## src/bpq_pkg.sv

```systemverilog
// Shared types, widths and constants of the button press qualifier.
`timescale 1ns / 1ps
package bpq_pkg;

  localparam int NUM_BUTTONS_DEF = 8;
  localparam int QUEUE_DEPTH_DEF = 16;

  localparam int IDX_W     = 3;
  localparam int HOLD_W    = 13;
  localparam int REL_W     = 4;
  localparam int RPT_W     = 8;
  localparam int CODE_W    = 8;
  localparam int KIND_W    = 2;
  localparam int COUNT_W   = 5;
  localparam int INUSE_W   = 4;
  localparam int CFG_W     = 64;
  localparam int CFG_IDX_W = 3;

  // Most events that one sample can queue, and how many of them wait behind the first.
  localparam int MAX_EVENTS = 4;
  localparam int PEND_SLOTS = MAX_EVENTS - 1;
  localparam int NUM_W      = $clog2(MAX_EVENTS + 1);
  localparam int PEND_W     = $clog2(PEND_SLOTS + 1);

  localparam logic [HOLD_W-1:0] HOLD_MAX = HOLD_W'(8000);

  typedef enum logic [KIND_W-1:0] {
    KIND_DOWN,
    KIND_PRESSED,
    KIND_HOLD,
    KIND_UP
  } event_kind_t;

  typedef enum logic {
    OP_SAMPLE,
    OP_POP
  } op_t;

  typedef enum logic [CFG_IDX_W-1:0] {
    REG_BUTTON_CODES,
    REG_BUTTONS_IN_USE,
    REG_DETECT_COUNT,
    REG_RELEASE_DEBOUNCE,
    REG_SHORT_LIMIT,
    REG_HOLD_LIMIT,
    REG_REPEAT_DELAY,
    REG_REPEAT_INTERVAL
  } cfg_reg_t;

  typedef struct packed {
    event_kind_t             kind;
    logic                    short_flag;
    logic [CODE_W-1:0]       code;
  } event_entry_t;

  typedef struct packed {
    logic                    pressed;
    logic [REL_W-1:0]        release_cnt;
    logic [RPT_W-1:0]        repeat_cnt;
    logic [HOLD_W-1:0]       hold_cnt;
  } button_state_t;

  localparam int ENTRY_W = $bits(event_entry_t);
  localparam int STATE_W = $bits(button_state_t);

endpackage

```

## src/bpq_ram.sv

```systemverilog
// Generic single-write, single-read RAM with a registered read port.
`timescale 1ns / 1ps
module bpq_ram #(
  parameter int WIDTH = 8,
  parameter int DEPTH = 16
) (
  input  logic                                       clk,
  input  logic                                       we,
  input  logic [((DEPTH > 1) ? $clog2(DEPTH) : 1)-1:0] waddr,
  input  logic [WIDTH-1:0]                           wdata,
  input  logic [((DEPTH > 1) ? $clog2(DEPTH) : 1)-1:0] raddr,
  output logic [WIDTH-1:0]                           rdata
);

  logic [WIDTH-1:0] mem [DEPTH];

  // A read of the entry written in the same cycle returns the old contents.
  always_ff @(posedge clk) begin
    if (we) begin
      mem[waddr] <= wdata;
    end
    rdata <= mem[raddr];
  end

endmodule

```

## src/button_press_qualifier_event_fifo_core.sv

```systemverilog
// Top level of the button press qualifier with hold, auto-repeat and event queue.
`timescale 1ns / 1ps
// The block takes one item per clock on its input stream: a button sample
// (the button index and its raw level) or a pop request, selected by tuser.
// Every item returns exactly one result item. Per-button debounce state
// (pressed flag, release debounce counter, repeat counter, hold count) lives
// in a NUM_BUTTONS-deep memory that is read when an item is accepted and
// written back when it leaves the processing stage; back-to-back samples of the
// same button are forwarded around the memory. Events go into a
// QUEUE_DEPTH-deep memory with one write port, so a sample that queues n events
// (n is at most four: down, pressed, a repeated pressed and hold) holds the
// input while its n-1 extra events are written, one per cycle; every other
// item sustains one item per cycle unless the output stalls. A pop returns
// the oldest event, or an empty result when nothing is queued; events that
// find the queue full are dropped. Per-button state reads as zero after
// reset by way of one valid flop per button, so no clearing pass is needed.
// The configuration port may be written only while no item is in flight.
module button_press_qualifier_event_fifo_core #(
  parameter int NUM_BUTTONS = bpq_pkg::NUM_BUTTONS_DEF,
  parameter int QUEUE_DEPTH = bpq_pkg::QUEUE_DEPTH_DEF
) (
  input  logic                           clk,
  input  logic                           rst,
  // Input stream.
  input  logic                           s_axis_tvalid,
  output logic                           s_axis_tready,
  input  logic [7:0]                     s_axis_tdata,  // [2:0] button_index, [3] key_level
  input  logic                           s_axis_tuser,  // [0] operation
  // Output stream.
  output logic                           m_axis_tvalid,
  input  logic                           m_axis_tready,
  output logic [15:0]                    m_axis_tdata,  // [0] event_short, [8:1] event_code,
                                                        // [13:9] queued_count
  output logic [2:0]                     m_axis_tuser,  // [0] event_valid, [2:1] event_kind
  // Configuration write port.
  input  logic                           cfg_we,
  input  logic [bpq_pkg::CFG_IDX_W-1:0]  cfg_index,
  input  logic [bpq_pkg::CFG_W-1:0]      cfg_wdata
);

  import bpq_pkg::*;

  localparam int BTN_AW = (NUM_BUTTONS > 1) ? $clog2(NUM_BUTTONS) : 1;
  localparam int Q_AW   = $clog2(QUEUE_DEPTH);
  localparam int Q_CW   = $clog2(QUEUE_DEPTH + 1);
  localparam logic [Q_AW-1:0] Q_LAST = Q_AW'(QUEUE_DEPTH - 1);
  localparam logic [Q_CW-1:0] Q_FULL = Q_CW'(QUEUE_DEPTH);

  // Configuration registers.
  logic [CFG_W-1:0]   button_codes;
  logic [INUSE_W-1:0] buttons_in_use;
  logic [HOLD_W-1:0]  detect_count;
  logic [REL_W-1:0]   release_debounce;
  logic [HOLD_W-1:0]  short_limit;
  logic [HOLD_W-1:0]  hold_limit;
  logic [RPT_W-1:0]   repeat_delay;
  logic [RPT_W-1:0]   repeat_interval;

  always_ff @(posedge clk) begin
    if (rst) begin
      button_codes     <= '0;
      buttons_in_use   <= '0;
      detect_count     <= HOLD_W'(5);
      release_debounce <= REL_W'(4);
      short_limit      <= HOLD_W'(250);
      hold_limit       <= HOLD_W'(1500);
      repeat_delay     <= RPT_W'(250);
      repeat_interval  <= RPT_W'(50);
    end else if (cfg_we) begin
      unique case (cfg_reg_t'(cfg_index))
        REG_BUTTON_CODES:     button_codes     <= cfg_wdata;
        REG_BUTTONS_IN_USE:   buttons_in_use   <= cfg_wdata[INUSE_W-1:0];
        REG_DETECT_COUNT:     detect_count     <= cfg_wdata[HOLD_W-1:0];
        REG_RELEASE_DEBOUNCE: release_debounce <= cfg_wdata[REL_W-1:0];
        REG_SHORT_LIMIT:      short_limit      <= cfg_wdata[HOLD_W-1:0];
        REG_HOLD_LIMIT:       hold_limit       <= cfg_wdata[HOLD_W-1:0];
        REG_REPEAT_DELAY:     repeat_delay     <= cfg_wdata[RPT_W-1:0];
        REG_REPEAT_INTERVAL:  repeat_interval  <= cfg_wdata[RPT_W-1:0];
      endcase
    end
  end

  // ---------------------------------------------------------------------
  // Input unpacking and the processing stage.
  // ---------------------------------------------------------------------
  op_t              in_op;
  logic [IDX_W-1:0] in_index;
  logic             in_level;

  assign in_op    = op_t'(s_axis_tuser);
  assign in_index = s_axis_tdata[IDX_W-1:0];
  assign in_level = s_axis_tdata[IDX_W];

  logic             accept;
  logic             s1_valid;
  op_t              s1_op;
  logic [IDX_W-1:0] s1_index;
  logic             s1_level;
  logic             s1_fire;
  logic [PEND_W-1:0] pend_num;

  // The processing stage hands its result over once the extra events of the
  // previous sample are written and the output register is free.
  assign s1_fire       = s1_valid && (pend_num == '0) && (!m_axis_tvalid || m_axis_tready);
  assign s_axis_tready = !s1_valid || s1_fire;
  assign accept        = s_axis_tvalid && s_axis_tready;

  always_ff @(posedge clk) begin
    if (rst) begin
      s1_valid <= 1'b0;
    end else if (accept) begin
      s1_valid <= 1'b1;
    end else if (s1_fire) begin
      s1_valid <= 1'b0;
    end
  end

  always_ff @(posedge clk) begin
    if (accept) begin
      s1_op    <= in_op;
      s1_index <= in_index;
      s1_level <= in_level;
    end
  end

  // ---------------------------------------------------------------------
  // Per-button state memory with write-to-read forwarding.
  // ---------------------------------------------------------------------
  logic [BTN_AW-1:0]      st_raddr;
  logic [BTN_AW-1:0]      st_rd_addr_q;
  logic [STATE_W-1:0]     st_rdata;
  logic                   st_we;
  logic [BTN_AW-1:0]      st_waddr;
  button_state_t          st_wdata;
  logic                   st_we_q;
  logic [BTN_AW-1:0]      st_waddr_q;
  button_state_t          st_wdata_q;
  logic [NUM_BUTTONS-1:0] st_valid;
  logic                   st_valid_q;
  button_state_t          st_cur;

  // Read the entry of whichever item sits in the stage next cycle.
  assign st_raddr = accept ? BTN_AW'(in_index) : BTN_AW'(s1_index);

  bpq_ram #(
    .WIDTH (STATE_W),
    .DEPTH (NUM_BUTTONS)
  ) u_state_ram (
    .clk   (clk),
    .we    (st_we),
    .waddr (st_waddr),
    .wdata (st_wdata),
    .raddr (st_raddr),
    .rdata (st_rdata)
  );

  always_ff @(posedge clk) begin
    if (rst) begin
      st_valid <= '0;
      st_we_q  <= 1'b0;
    end else begin
      st_we_q <= st_we;
      if (st_we) begin
        st_valid[st_waddr] <= 1'b1;
      end
    end
  end

  always_ff @(posedge clk) begin
    st_rd_addr_q <= st_raddr;
    st_waddr_q   <= st_waddr;
    st_wdata_q   <= st_wdata;
    st_valid_q   <= (32'(st_raddr) < NUM_BUTTONS) && st_valid[st_raddr];
  end

  // A write in the cycle of the read wins over the memory's old data, and a
  // button never written since reset reads as all zero.
  always_comb begin
    if (st_we_q && (st_waddr_q == st_rd_addr_q)) begin
      st_cur = st_wdata_q;
    end else if (st_valid_q) begin
      st_cur = button_state_t'(st_rdata);
    end else begin
      st_cur = '0;
    end
  end

  // ---------------------------------------------------------------------
  // Debounce, hold and repeat logic for one sample.
  // ---------------------------------------------------------------------
  logic              sample_ok;
  logic [CODE_W-1:0] code;
  logic              qual;
  logic              pf1;
  logic [RPT_W-1:0]  rp1;
  button_state_t     nxt;
  event_entry_t      cand [MAX_EVENTS];
  logic              cand_v [MAX_EVENTS];
  event_entry_t      ev [MAX_EVENTS];
  logic [NUM_W-1:0]  ev_num;

  assign sample_ok = (s1_op == OP_SAMPLE) && ({1'b0, s1_index} < buttons_in_use)
                     && (32'(s1_index) < NUM_BUTTONS);
  assign code      = button_codes[{s1_index, 3'b000} +: CODE_W];

  always_comb begin
    qual = 1'b0;
    pf1  = st_cur.pressed;
    rp1  = st_cur.repeat_cnt;
    nxt  = st_cur;
    for (int i = 0; i < MAX_EVENTS; i++) begin
      cand[i]   = '{kind: KIND_PRESSED, short_flag: 1'b0, code: code};
      cand_v[i] = 1'b0;
    end
    cand[0].kind = KIND_DOWN;
    cand[3].kind = KIND_HOLD;

    if (s1_level) begin
      // A press qualifies on the sample whose hold count equals detect_count.
      qual            = !st_cur.pressed && (st_cur.hold_cnt == detect_count);
      pf1             = st_cur.pressed || qual;
      rp1             = qual ? repeat_delay : st_cur.repeat_cnt;
      nxt.pressed     = pf1;
      nxt.release_cnt = qual ? release_debounce : st_cur.release_cnt;
      nxt.repeat_cnt  = rp1;
      cand_v[0]       = qual;
      cand_v[1]       = qual;
      // Repeats run only under a qualified press; the qualifying sample
      // already checks with the freshly loaded delay.
      if (pf1) begin
        if (rp1 == '0) begin
          if (repeat_interval != '0) begin
            cand_v[2]      = 1'b1;
            nxt.repeat_cnt = repeat_interval;
          end
        end else begin
          nxt.repeat_cnt = rp1 - RPT_W'(1);
        end
      end
      cand_v[3] = (st_cur.hold_cnt == hold_limit);
      if (st_cur.hold_cnt < HOLD_MAX) begin
        nxt.hold_cnt = st_cur.hold_cnt + HOLD_W'(1);
      end
    end else begin
      if (st_cur.release_cnt == '0) begin
        cand[0]   = '{kind: KIND_UP, short_flag: (st_cur.hold_cnt < short_limit), code: code};
        cand_v[0] = st_cur.pressed;
        nxt       = '0;
      end else begin
        nxt.release_cnt = st_cur.release_cnt - REL_W'(1);
      end
    end
  end

  // Pack the events of this sample in queue order.
  always_comb begin
    ev_num = '0;
    for (int i = 0; i < MAX_EVENTS; i++) begin
      ev[i] = '0;
    end
    for (int i = 0; i < MAX_EVENTS; i++) begin
      if (cand_v[i]) begin
        ev[ev_num[1:0]] = cand[i];
        ev_num          = ev_num + NUM_W'(1);
      end
    end
  end

  assign st_we    = s1_fire && sample_ok;
  assign st_waddr = BTN_AW'(s1_index);
  assign st_wdata = nxt;

  // ---------------------------------------------------------------------
  // Event queue: pointers, count and the single-write event memory.
  // ---------------------------------------------------------------------
  logic [Q_AW-1:0]    wr_ptr;
  logic [Q_AW-1:0]    rd_ptr;
  logic [Q_AW-1:0]    rd_ptr_next;
  logic [Q_CW-1:0]    count;
  logic [Q_CW-1:0]    count_next;
  logic [Q_CW-1:0]    space;
  logic [NUM_W-1:0]   keep;
  logic               pop_ok;
  logic               push_now;
  event_entry_t       pend_ev [PEND_SLOTS];
  logic               fq_we;
  event_entry_t       fq_wdata;
  logic [ENTRY_W-1:0] fq_rdata;
  logic               fq_we_q;
  logic [Q_AW-1:0]    fq_waddr_q;
  event_entry_t       fq_wdata_q;
  logic [Q_AW-1:0]    fq_raddr_q;
  event_entry_t       fq_head;

  // Only the first events that fit are kept; the rest find the queue full.
  assign space    = Q_FULL - count;
  assign keep     = (32'(ev_num) < 32'(space)) ? ev_num : NUM_W'(space);
  assign push_now = s1_fire && sample_ok && (keep != '0);
  assign pop_ok   = s1_fire && (s1_op == OP_POP) && (count != '0);

  assign rd_ptr_next = !pop_ok ? rd_ptr : ((rd_ptr == Q_LAST) ? '0 : rd_ptr + Q_AW'(1));

  always_comb begin
    count_next = count;
    if (s1_fire && sample_ok) begin
      count_next = count + Q_CW'(keep);
    end else if (pop_ok) begin
      count_next = count - Q_CW'(1);
    end
  end

  // Extra events of a sample drain one per cycle ahead of anything else.
  assign fq_we    = (pend_num != '0) || push_now;
  assign fq_wdata = (pend_num != '0) ? pend_ev[0] : ev[0];

  always_ff @(posedge clk) begin
    if (rst) begin
      wr_ptr   <= '0;
      rd_ptr   <= '0;
      count    <= '0;
      pend_num <= '0;
      fq_we_q  <= 1'b0;
    end else begin
      rd_ptr  <= rd_ptr_next;
      count   <= count_next;
      fq_we_q <= fq_we;
      if (fq_we) begin
        wr_ptr <= (wr_ptr == Q_LAST) ? '0 : wr_ptr + Q_AW'(1);
      end
      if (pend_num != '0) begin
        pend_num <= pend_num - PEND_W'(1);
      end else if (push_now) begin
        pend_num <= PEND_W'(keep - NUM_W'(1));
      end
    end
  end

  always_ff @(posedge clk) begin
    if (pend_num != '0) begin
      for (int i = 0; i < PEND_SLOTS - 1; i++) begin
        pend_ev[i] <= pend_ev[i+1];
      end
      pend_ev[PEND_SLOTS-1] <= '0;
    end else if (push_now) begin
      for (int i = 0; i < PEND_SLOTS; i++) begin
        pend_ev[i] <= ev[i+1];
      end
    end
    fq_waddr_q <= wr_ptr;
    fq_wdata_q <= fq_wdata;
    fq_raddr_q <= rd_ptr_next;
  end

  bpq_ram #(
    .WIDTH (ENTRY_W),
    .DEPTH (QUEUE_DEPTH)
  ) u_event_ram (
    .clk   (clk),
    .we    (fq_we),
    .waddr (wr_ptr),
    .wdata (fq_wdata),
    .raddr (rd_ptr_next),
    .rdata (fq_rdata)
  );

  // The head entry may have been written in the cycle it was read.
  assign fq_head = (fq_we_q && (fq_waddr_q == fq_raddr_q)) ? fq_wdata_q
                                                            : event_entry_t'(fq_rdata);

  // ---------------------------------------------------------------------
  // Output register.
  // ---------------------------------------------------------------------
  logic               out_event_valid;
  event_entry_t       out_entry;
  logic [COUNT_W-1:0] out_count;

  always_ff @(posedge clk) begin
    if (rst) begin
      m_axis_tvalid <= 1'b0;
    end else if (s1_fire) begin
      m_axis_tvalid <= 1'b1;
    end else if (m_axis_tready) begin
      m_axis_tvalid <= 1'b0;
    end
  end

  always_ff @(posedge clk) begin
    if (s1_fire) begin
      out_event_valid <= pop_ok;
      out_entry       <= pop_ok ? fq_head : '0;
      out_count       <= COUNT_W'(count_next);
    end
  end

  assign m_axis_tuser = {out_entry.kind, out_event_valid};
  assign m_axis_tdata = {2'b00, out_count, out_entry.code, out_entry.short_flag};

  // ---------------------------------------------------------------------
  // Assertions.
  // ---------------------------------------------------------------------
  logic [Q_CW:0] occ_sum;
  logic [Q_CW:0] occ_wrap;

  assign occ_sum  = (Q_CW + 1)'(rd_ptr) + (Q_CW + 1)'(count);
  assign occ_wrap = (occ_sum >= (Q_CW + 1)'(QUEUE_DEPTH)) ?
                    occ_sum - (Q_CW + 1)'(QUEUE_DEPTH) : occ_sum;

  a_count_bound: assert property (@(posedge clk) disable iff (rst) count <= Q_FULL)
    else $error("event count exceeds queue depth");

  a_ptr_relation: assert property (@(posedge clk) disable iff (rst)
    (pend_num == '0) |-> (occ_wrap == (Q_CW + 1)'(wr_ptr)))
    else $error("queue pointers disagree with event count");

  a_drain_count_stable: assert property (@(posedge clk) disable iff (rst)
    (pend_num != '0) |=> $stable(count))
    else $error("event count moved while extra events drained");

  a_sample_no_event: assert property (@(posedge clk) disable iff (rst)
    (s1_fire && (s1_op == OP_SAMPLE)) |=> !m_axis_tuser[0])
    else $error("sample item returned an event");

endmodule
```

## config.mk

```make
export PLATFORM = sky130hd
export DESIGN_NAME = button_press_qualifier_event_fifo_core
export DESIGN_NICKNAME = d
export VERILOG_FILES = /design/src/bpq_pkg.sv /design/src/bpq_ram.sv /design/src/button_press_qualifier_event_fifo_core.sv
export SDC_FILE = /design/constraint.sdc
export NUM_CORES = 1
export LEC_CHECK = 0
export ABC_AREA = 1
export BUFFER_PORTS_ARGS = -buffer_cell sky130_fd_sc_hd__buf_2
export CAP_MARGIN = 20
export CORE_ASPECT_RATIO = 0.8
export CORE_MARGIN = 2
export CORE_UTILIZATION = 43
export CTS_BUF_LIST = sky130_fd_sc_hd__clkbuf_4 sky130_fd_sc_hd__clkbuf_8
export DETAILED_ROUTE_END_ITERATION = 8
export GPL_ROUTABILITY_DRIVEN = 0
export PLACE_DENSITY = 0.64
export SLEW_MARGIN = 25
export SYNTH_ARGS = -nofsm -noshare
export SYNTH_HDL_FRONTEND = slang
export SYNTH_SLANG_ARGS = --single-unit
```

## constraint.sdc

```tcl
create_clock -name clk -period 6.25 [get_ports clk]
set_input_delay 0.3125 -clock clk [delete_from_list [all_inputs] [get_ports clk]]
set_output_delay 0.3125 -clock clk [all_outputs]
set_load 0.005 [all_outputs]
```

==> run_results.csv <==
group,metric,value,unit
run_status,status,"finished clean",
min_path,hp-start,"rst",
timing,timing.final.crit_share,94.4,%
drt,vias_per_cell,5.47,
clock_network,numClockSinks,676,
timing,timing.fmax,169,MHz
floorplanning,die_w,289,um
setup_path,r2r_start,"st_rd_addr_q[1]",
setup_path,r2r_slack,350,ps
synthesis,syn-cell-area,0.0279,mm2
setup_path,worstSetupPathType,"flip-flop to flip-flop",
clock_network,cts_buffers,104,
drt,via_count,21239,
timing,finalMaxSlewViolations,0,
clock_network,cts_htree_levels,3,
synthesis,synth_ff_type,"edfxtp_1",
timing,timing.final.crit_period,5900,ps
synthesis,synthArstFlopShare,0,%
layout,fill_cells,5703,
drt,drt-pass1-iter-count,6,
clock_network,cts.clk_slew.worst_paths,60,ps
drt,drc,0,
synthesis,synth-compound-area-share,14.3,%
synthesis,synth-edff-count,433,
min_path,hold_end,"m_axis_tvalid",
clock_network,clock_path_buffers,3,
setup_path,max_stage_delay,360,ps
drt,dr.first_iter.drc_count,2268,
power,p_leak,12.7,nW
global_route,grt_pass1_vias,20357,
synthesis,synth_top_area_share,46.6,%
placed_design,place_hpwl,46800,um
synthesis,synth_top_family_by_area,"compound AO/OA/AOI/OAI gates",
clock_network,cts_tree,"built",
drt,wire_per_inst,19.6,um
synthesis,ys_seq_elements,676,
global_route,grt_overflow,0,
drt,ant_nets,0,
global_route,top_usage_layer,"met2",
floorplanning,dieArea,0.0669,mm2
floorplanning,die_y,232,um
timing,finalSetupViolCount,0,
setup_path,required,6710,ps
synthesis,yosys.area_share.simple,14.2,%
setup_path,cp-start-kind,"flip-flop",
global_route,antenna_found_initial,1,
global_route,met1_usage,32.6,%
setup_path,cp_max_fo,8,
clock_network,cts_root_buf,"clkbuf_8",
drt,drt_wl_total,75900,um
placed_design,port_buffers,95,
synthesis,yosysUniqueCellTypes,51,
timing,finalClockSkew,39.7,ps
layout,fin_area,0.0329,mm2
global_route,grt_max_degree,109,
synthesis,ys_seq_area_share,64.1,%
setup_path,arrival,6360,ps
synthesis,synth-xor-area-share,0.660,%
global_route,grt_use_total,22.4,%
floorplanning,core.rowCount,83,
setup_path,r2r_cells,40,
setup_path,endpoint_kind,"flip-flop",
layout,area_growth,17.9,%
synthesis,yosys.area.top_type,"edfxtp_1",
synthesis,yosysWarnings,0,
run,cap_violations,0,
global_route,grt_pass1_wl,115000,um
setup_path,r2r-end,"out_count[4]",
setup_path,critPathSlowestCell,"dfxtp_2",
min_path,hold_depth,2,
timing,max_slew_margin,29.7,%
synthesis,synthCells,2706,
synthesis,synthAdderAreaFrac,1.78,%
global_route,use_met2,33.2,%
layout,fin_nets,3059,
power,vdd_drop_max,230,uV
timing,tightestPinTransition,1050,ps
synthesis,synth_area_leaders,"edfxtp_1 (47%), dfxtp_1 (17%), o21ai_0 (6.5%), nor2_1 (5.6%), nand2_1 (4.0%)",
power,power.density,368,mW/mm2
clock_network,clk_latency,740,ps
timing,timing_hold_violations_final,0,
layout,drive_gt1_share,15.7,%
power,finalPower,12.1,mW
setup_path,crit_path_frequent_cell,"nand2_2",
floorplanning,start_util,43.5,%
floorplanning,top_level_ports,102,
placed_design,postPlaceCellArea,0.0297,mm2
global_route,met3_usage,4.77,%
floorplanning,core,0.0642,mm2
min_path,hold_class,"input pin to flip-flop",
synthesis,synthMuxAreaShare,0,%
synthesis,syn_area_per_cell,10.3,um2
## Yosys cell counts, types with 2 or more instances
master / count
nand4_1: 29
nor2_4: 5
o221ai_1: 45
a21boi_0: 2
o311ai_0: 2
a22oi_1: 7
buf_1: 3
o22ai_1: 44
inv_1: 207
ha_1: 38
nor2_2: 5
o21ai_0: 361
o21bai_1: 56
buf_4: 5
nand2_4: 2
nor2_1: 417
o21ai_1: 14
dfxtp_1: 243
a21oi_1: 86
a31oi_1: 31
a211oi_1: 4
a221oi_1: 9
clkinv_1: 5
nand2_1: 300
xnor2_1: 4
or2_2: 2
buf_6: 4
nand3_2: 4
nand3b_1: 7
xor2_1: 17
clkbuf_1: 120
nand2_8: 2
nor3_1: 18
edfxtp_1: 433
nor4_1: 8
a22o_1: 2
nand2_2: 26
o211ai_1: 20
nand3_1: 98
inv_2: 8
buf_2: 3
## worst max-delay path, delay by kind of cell (launching register included)
family | cells | cell delay (ps)
simple gates | 20 | 2100
fa+ha+maj | 6 | 1470
compound gates | 6 | 780
buf+inv | 7 | 750
flops | 1 | 360
xor+xnor | 1 | 190
## cell families (layout without fill, tap and decap cells)
kind of cell	count (synthesis)	after routing
AO/OA/AOI/OAI	688	688
XOR/XNOR	21	21
adder cells (fa/ha/maj)	39	39
buffers and inverters	356	680
flip-flops	676	676
other	1	3
AND/OR/NAND/NOR	925	925
## report_power, final
group	internal [mW]	leakage, nW	switching (mW)
Sequential	5.43	5.98	0.149
Combinational	0.746	5.43	1.79
Clock	2.22	1.24	1.76
Total	8.40	12.7	3.69
## sequential cells by signal, summed over array words and instances (netlist names), 9 cells and up
signal and cells:
detect_count 13, st_wdata_q 26, fq_wdata_q 11, u_event_ram.rdata 11
short_limit 13, hold_limit 13, u_state_ram.rdata 26, u_event_ram.mem 176
u_state_ram.mem 208, button_codes 64, m_axis_tdata 9, pend_ev 30
## layout by cell type (no fill, tap or decap), drive strengths merged, types with 2 or more instances in the layout
cell and count:
xor2 17, a22oi 7, or2 2, dlygate4sd3 69
o211ai 20, nand2 330, nor2 427, o311ai 2
nand3 103, nor3 19, buf 192, bufinv 5
clkinv 35, o22ai 44, clkbuf 161, ha 38
a211oi 4, a21oi 86, a21boi 2, edfxtp 433
o221ai 45, xnor2 4, nor4 8, nand4 29
a221oi 9, dfxtp 243, nand3b 7, a31oi 31
o21ai 375, o21bai 56, inv 218, a22o 2
conb 2
## layer usage
| metal | routed length (um) | share of wire, % | vias up |
|---|---|---|---|
| met5 | 0 | 0 | - |
| met4 | 2210 | 2.9 | 0 |
| met3 | 6530 | 8.6 | 151 |
| met2 | 32800 | 43 | 936 |
| met1 | 34400 | 45 | 10190 |
| li1 | - | - | 9962 |
## through the flow
stage | std cells | hold WS (ps) | setup WS (ps) | util, % | setup TNS [ps]
2_1_floorplan | 2707 | 371 | 216 | - | 0
3_3_place_gp | 3604 | 396 | 83.5 | 46.2 | 0
3_5_place_dp | 3605 | 401 | -122 | 46.3 | -542
4_1_cts | 3872 | 41.1 | 48.3 | 51.0 | 0
5_1_grt | 3882 | 74.8 | -26.5 | 51.2 | -73.1
6_report | 3882 | 95.9 | 350 | 51.2 | 0
## worst max path at each step
stage | cells after the start | end | from | slack [ps]
CTS | 40 | out_count[4] | st_rd_addr_q[1] | 50
global placement | 40 | out_count[4] | st_rd_addr_q[1] | 80
finish | 40 | out_count[4] | st_rd_addr_q[1] | 350
global route | 39 | out_count[1] | st_rd_addr_q[1] | -30
detailed placement | 40 | out_count[4] | st_rd_addr_q[1] | -120
floorplan | 38 | u_event_ram.mem[7][0] | st_rd_addr_q[1] | 220
## timing repair
item	in CTS	in global routing
pin swaps	0	13
hold endpoints to repair	109	0
hold buffers	69	0
buffers inserted	0	9
gates resized for setup	4	25
setup endpoints to repair	14	205
## cell type report
cell class	count	area, um2	area share [%]
clock inverter	37	367	1.11
multi-input combinational	1675	8860	26.9
timing repair buffer	261	1940	5.89
clock buffer	161	1950	5.94
sequential	676	17900	54.3
inverter	221	838	2.55
tap	850	1060	3.23
antenna	1	2.50	0.00761
(Power assumes the default switching activity.)
